$ cat src/design/wsk_pkg.sv
// Package for the waypoint segment kinematics block: widths, constants,
// controller states and the command/status structs. No dependencies.
package wsk_pkg;

    localparam int COORD_BITS = 32;
    localparam int SPEED_BITS = 20;
    // Difference of two coordinates, one bit wider.
    localparam int DIFF_BITS  = COORD_BITS + 1;
    // Sum of three squared differences.
    localparam int SQ_BITS    = 2 * DIFF_BITS + 2;
    // Root width: half the square width, rounded up.
    localparam int ROOT_BITS  = (SQ_BITS + 1) / 2;
    localparam int SUM_BITS   = SPEED_BITS + 1;
    // Numerator 2000*D; 2000 < 2^11.
    localparam int NUM_BITS   = ROOT_BITS + 11;
    // Rate numerators: magnitude times 1000; 1000 < 2^10.
    localparam int RNUM_BITS  = DIFF_BITS + 10;
    // Divider width covers the widest numerator.
    localparam int DIV_BITS   = (NUM_BITS > RNUM_BITS) ? NUM_BITS : RNUM_BITS;
    localparam int DIV_CNT_BITS  = $clog2(DIV_BITS + 1);
    localparam int ROOT_CNT_BITS = $clog2(ROOT_BITS + 1);

    localparam logic [10:0] K_TIME = 11'd2000;
    localparam logic [9:0]  K_RATE = 10'd1000;

    typedef enum logic [3:0] {
        ST_IDLE,
        ST_DIFF,
        ST_SQ,
        ST_ROOT,
        ST_TDIV,
        ST_CDIV,
        ST_ADIV,
        ST_OUT
    } t_state;

    // Division operand select.
    typedef enum logic [1:0] {
        DV_TIME,
        DV_CLIMB,
        DV_ACCEL
    } t_div_sel;

    typedef struct packed {
        logic     load;       // capture input request
        logic     square;     // register difference magnitudes, signs and the speed sum
        logic     root_start;
        logic     root_step;
        logic     div_start;
        logic     div_step;
        t_div_sel div_sel;
        logic     store_time;
        logic     store_climb;
        logic     store_accel;
        logic     commit;     // new waypoint becomes the stored one
    } t_cmd;

    typedef struct packed {
        logic root_done;
        logic div_done;
        logic time_zero;      // sum zero or quotient zero
    } t_status;

endpackage

$ cat src/design/wsk_ctrl.sv
// Controller of the waypoint segment kinematics block: sequences capture,
// root and three divisions and runs the handshake. Uses wsk_pkg.
module wsk_ctrl (
    input  logic             i_clk,
    input  logic             i_rst_n,
    input  logic             i_in_valid,
    output logic             o_in_ready,
    output logic             o_out_valid,
    input  logic             i_out_ready,
    input  wsk_pkg::t_status i_status,
    output wsk_pkg::t_cmd    o_cmd
);
    wsk_pkg::t_state r_state, n_state;
    logic            r_rootgo, n_rootgo;

    always_ff @(posedge i_clk) begin
        if (!i_rst_n) begin
            r_state  <= wsk_pkg::ST_IDLE;
            r_rootgo <= 1'b0;
        end else begin
            r_state  <= n_state;
            r_rootgo <= n_rootgo;
        end
    end

    // Next state and commands.
    always_comb begin
        n_state     = r_state;
        n_rootgo    = 1'b0;
        o_cmd       = '0;
        o_in_ready  = 1'b0;
        o_out_valid = 1'b0;
        case (r_state)
            wsk_pkg::ST_IDLE: begin
                o_in_ready = 1'b1;
                if (i_in_valid) begin
                    o_cmd.load = 1'b1;
                    n_state    = wsk_pkg::ST_DIFF;
                end
            end
            wsk_pkg::ST_DIFF: begin
                o_cmd.square = 1'b1;
                n_state      = wsk_pkg::ST_SQ;
            end
            wsk_pkg::ST_SQ: begin
                o_cmd.root_start = 1'b1;
                n_state          = wsk_pkg::ST_ROOT;
            end
            wsk_pkg::ST_ROOT: begin
                o_cmd.root_step = 1'b1;
                n_rootgo        = 1'b1;
                if (r_rootgo && i_status.root_done) begin
                    o_cmd.div_start = 1'b0;
                    n_state = wsk_pkg::ST_TDIV;
                    n_rootgo = 1'b0;
                end
            end
            wsk_pkg::ST_TDIV: begin
                o_cmd.div_sel = wsk_pkg::DV_TIME;
                if (!r_rootgo) begin
                    o_cmd.div_start = 1'b1;
                    n_rootgo = 1'b1;
                end else if (i_status.div_done) begin
                    o_cmd.div_step = 1'b1;
                    n_state = wsk_pkg::ST_CDIV;
                end else begin
                    o_cmd.div_step = 1'b1;
                    n_rootgo = 1'b1;
                end
            end
            wsk_pkg::ST_CDIV: begin
                o_cmd.div_sel = wsk_pkg::DV_CLIMB;
                if (!r_rootgo) begin
                    // Quotient of the time division is final here.
                    o_cmd.store_time = 1'b1;
                    if (i_status.time_zero) begin
                        n_state = wsk_pkg::ST_OUT;
                    end else begin
                        o_cmd.div_start = 1'b1;
                        n_rootgo = 1'b1;
                    end
                end else if (i_status.div_done) begin
                    o_cmd.div_step = 1'b1;
                    n_state = wsk_pkg::ST_ADIV;
                end else begin
                    o_cmd.div_step = 1'b1;
                    n_rootgo = 1'b1;
                end
            end
            wsk_pkg::ST_ADIV: begin
                o_cmd.div_sel = wsk_pkg::DV_ACCEL;
                if (!r_rootgo) begin
                    o_cmd.store_climb = 1'b1;
                    o_cmd.div_start   = 1'b1;
                    n_rootgo = 1'b1;
                end else if (i_status.div_done) begin
                    o_cmd.div_step = 1'b1;
                    n_rootgo = 1'b1;
                    n_state = wsk_pkg::ST_OUT;
                end else begin
                    o_cmd.div_step = 1'b1;
                    n_rootgo = 1'b1;
                end
            end
            wsk_pkg::ST_OUT: begin
                if (r_rootgo) begin
                    o_cmd.store_accel = 1'b1;
                end else begin
                    o_out_valid = 1'b1;
                    if (i_out_ready) begin
                        o_cmd.commit = 1'b1;
                        n_state = wsk_pkg::ST_IDLE;
                    end
                end
            end
            default: n_state = wsk_pkg::ST_IDLE;
        endcase
    end
endmodule

$ cat config.mk
export PLATFORM = sky130hd
export DESIGN_NAME = wsk_ctrl
export DESIGN_NICKNAME = d
export VERILOG_FILES = /design/src/design/wsk_pkg.sv /design/src/design/wsk_ctrl.sv
export SDC_FILE = /design/constraint.sdc
export NUM_CORES = 1
export LEC_CHECK = 0
export ABC_CLOCK_PERIOD_IN_PS = 3200
export BUFFER_PORTS_ARGS = -buffer_cell sky130_fd_sc_hd__buf_2
export CAP_MARGIN = 20
export CORE_AREA = 2 2 39 41
export DETAILED_ROUTE_END_ITERATION = 8
export DIE_AREA = 0 0 41 43
export HOLD_SLACK_MARGIN = 0.08
export PLACE_DENSITY = 0.61
export SETUP_SLACK_MARGIN = 0.05
export SYNTH_ARGS = -nofsm -noshare
export SYNTH_HDL_FRONTEND = slang
export SYNTH_SLANG_ARGS = --single-unit
$ cat constraint.sdc
create_clock -name i_clk -period 3.2 [get_ports i_clk]
set_input_delay 0.64 -clock i_clk [delete_from_list [all_inputs] [get_ports i_clk]]
set_output_delay 0.64 -clock i_clk [all_outputs]
set_load 0.005 [all_outputs]
==> qor.csv <==
stage,metric,value,unit
run_status,status,completed,
synth,ys_seq_area_share,21.69,%
min_path,worstHoldPathCells,2,
synth,synth.top_cell.area_share,21.69,%
place,port_buffers,20,
synth,synth_cell_types,26,
global_route,grt_pass1_wl,1317,um
setup_path,r2r_start,r_state[2],
min_path,hold_start,i_rst_n,
run,cap_violations,0,
synth,yosys-top-cells-area,"dfxtp_1 (22%), nand3b_1 (6.1%), nor3b_1 (6.1%), and2_1 (5.1%), and3b_1 (4.7%)",
global_route,gr-total-overflow,0,
min_path,holdPathEnd,r_state[1],
clock_tree,clk_path_buf_depth,2,
global_route,grt_max_degree,17,
die,core_area,1384,um^2
sta,max_freq,466.8,MHz
clock_tree,cts_sinks,4,
setup_path,crit_arrival,1.50,ns
die,die_x,41,um
route,via_count,404,
synth,ys.flop_type,dfxtp_1,
synth,synth_seq_cells,4,
route,first_pass_iters,2,
sta,worst_pin_slew,0.4423,ns
synth,synth_edf_count,0,
setup_path,crit_path_start,r_state[2],
synth,syn_area,369.1,um^2
clock_tree,path_clk_slew,0.04,ns
setup_path,worst-r2r-setup-slack,1.77,ns
setup_path,worst_r2r_path_depth,3,
die,start_util,26.67,%
synth,async_flop_share,0,%
power_and_ir_drop,p_leak,0.2382,nW
clock_tree,cts_resized,0,
sta,finalHoldViolations,0,
die,rows,14,
global_route,antenna_found_initial,0,
sta,fin_skew,0.005053,ns
synth,yosysWarnings,0,
layout,fin_util,35.35,%
clock_tree,cts_setup_buffers,0,
sta,final_max_slew_viol_count,0,
route,drc_errors,0,
clock_tree,cts_buffers,3,
setup_path,r2r-end,r_rootgo,
clock_tree,cts_tree,built,
synth,syn_nets,56,
sta,setup_viol,0,
route,ant_nets,0,
die,io_pins,21,
min_path,hold_class,in2reg,
sta,period_needed,2.142,ns
clock_tree,clockRootBuffer,clkbuf_4,
clock_tree,htree_levels,1,
sta,slew-limit-headroom,70.47,%
power_and_ir_drop,power.density,319.7,nW/um^2
synth,syn_inst,49,
layout,fin_nets,77,
synth,synth_common_cells,"dfxtp_1 (4), nand2_1 (4), nor2_1 (4)",
sta,post-route-period-util,66.94,%
route,vias_per_cell,4.810,
clock_tree,insertion_delay,0.23,ns
synth,syn_area_per_cell,7.533,um^2
route,wl_per_cell,10.67,um
die,die_y,43,um
layout,syn_to_final_growth,32.54,%
power_and_ir_drop,peakVddDrop,0.0002202,V
synth,synth_top_area_cell,dfxtp_1,
setup_path,cp-start-kind,register,
route,drt_wl_total,896,um
layout,diodes,0,
die,die_area,1763,um^2
sta,grt_setup_unrepaired,false,
setup_path,required,2.56,ns
sta,finalSetupTns,0,ns
setup_path,crit_type,reg2out,
place,dp_hpwl,669.2,um
layout,final_layout_size_suffix_gt1_share,38.24,%
setup_path,crit_fanout,16,
global_route,grt_use_total,11.26,%
setup_path,end_kind,output port,
place,gp_congestion,0.7311,
route,drt_iter0_markers,2,
global_route,first_global_vias,349,
clock_tree,postCtsHoldBufs,0,
## through the flow
step | power, mW | cell area [um^2] | setup WS, ns | instances | hold slack, ns
floorplan | 0.08495 | 369.1 | 1.643 | 49 | 0.5806
global placement | 0.09765 | 466.7 | 1.357 | 81 | 0.6626
detailed placement | 0.09808 | 466.7 | 1.293 | 81 | 0.6802
CTS | 0.1608 | 489.2 | 1.036 | 84 | 0.6581
global route | 0.1703 | 489.2 | 0.9057 | 84 | 0.6647
finish | 0.1564 | 489.2 | 1.058 | 84 | 0.6601
## layout make-up
| type | count | area (um^2) |
|---|---|---|
| Multi-Input combinational cell | 40 | 262.8 |
| Inverter | 1 | 3.754 |
| Sequential cell | 4 | 80.08 |
| Tap cell | 16 | 20.02 |
| Timing Repair Buffer | 20 | 100.1 |
| Clock buffer | 3 | 22.52 |
| Fill cell | 151 | 894.6 |
## state kept, by name, indices dropped and copies added, names as in the netlist
| name | flops |
|---|---|
| r_rootgo | 1 |
| r_state | 3 |
## power breakdown
part	total (mW)	switching, mW	internal, mW
clock	0.0595	0.0178	0.0417
sequential	0.0648	0.0112	0.0535
combinational	0.0321	0.0133	0.0189
## logic make-up after synthesis
| logic type | after synthesis | synth area share (%) |
|---|---|---|
| compound gates | 13 | 27.80 |
| buf+inv | 5 | 7.117 |
| flops | 4 | 21.70 |
| simple gates | 27 | 43.39 |
## per-layer routing
metal	GRT usage, %	up-vias	share of wire, %
met5	0	-	0
met4	10.00	0	1.1
met3	3.141	2	8.3
met2	16.25	15	44
met1	12.58	169	46
li1	-	218	-
## worst max-delay path by stage
stage / to / slack (ns) / cells past startpoint
3_3_place_gp: o_cmd[0] / 1.36 / 4
2_1_floorplan: o_cmd[0] / 1.64 / 3
3_5_place_dp: o_cmd[0] / 1.29 / 4
4_1_cts: o_cmd[0] / 1.04 / 4
5_1_grt: o_cmd[0] / 0.91 / 4
6_report: o_cmd[0] / 1.06 / 4
## critical path, cell delays in order, from the launching register on
cell and delay, ns:
dfxtp_1 0.58, nand2_1 0.20, nor3b_1 0.24, and2_1 0.14, buf_2 0.10
## placed cells by master (no fill, tap or decap), types with 2 or more instances in the layout
cell      count
clkbuf_4      3
buf_2        20
nor2_1        4
and3b_1       2
nor3_1        3
nand3b_1      3
nor3b_1       3
o21ai_0       3
a21oi_1       2
nand2_1       4
dfxtp_1       4
and2_1        3
No activity file was read; power rests on OpenSTA's default activity.
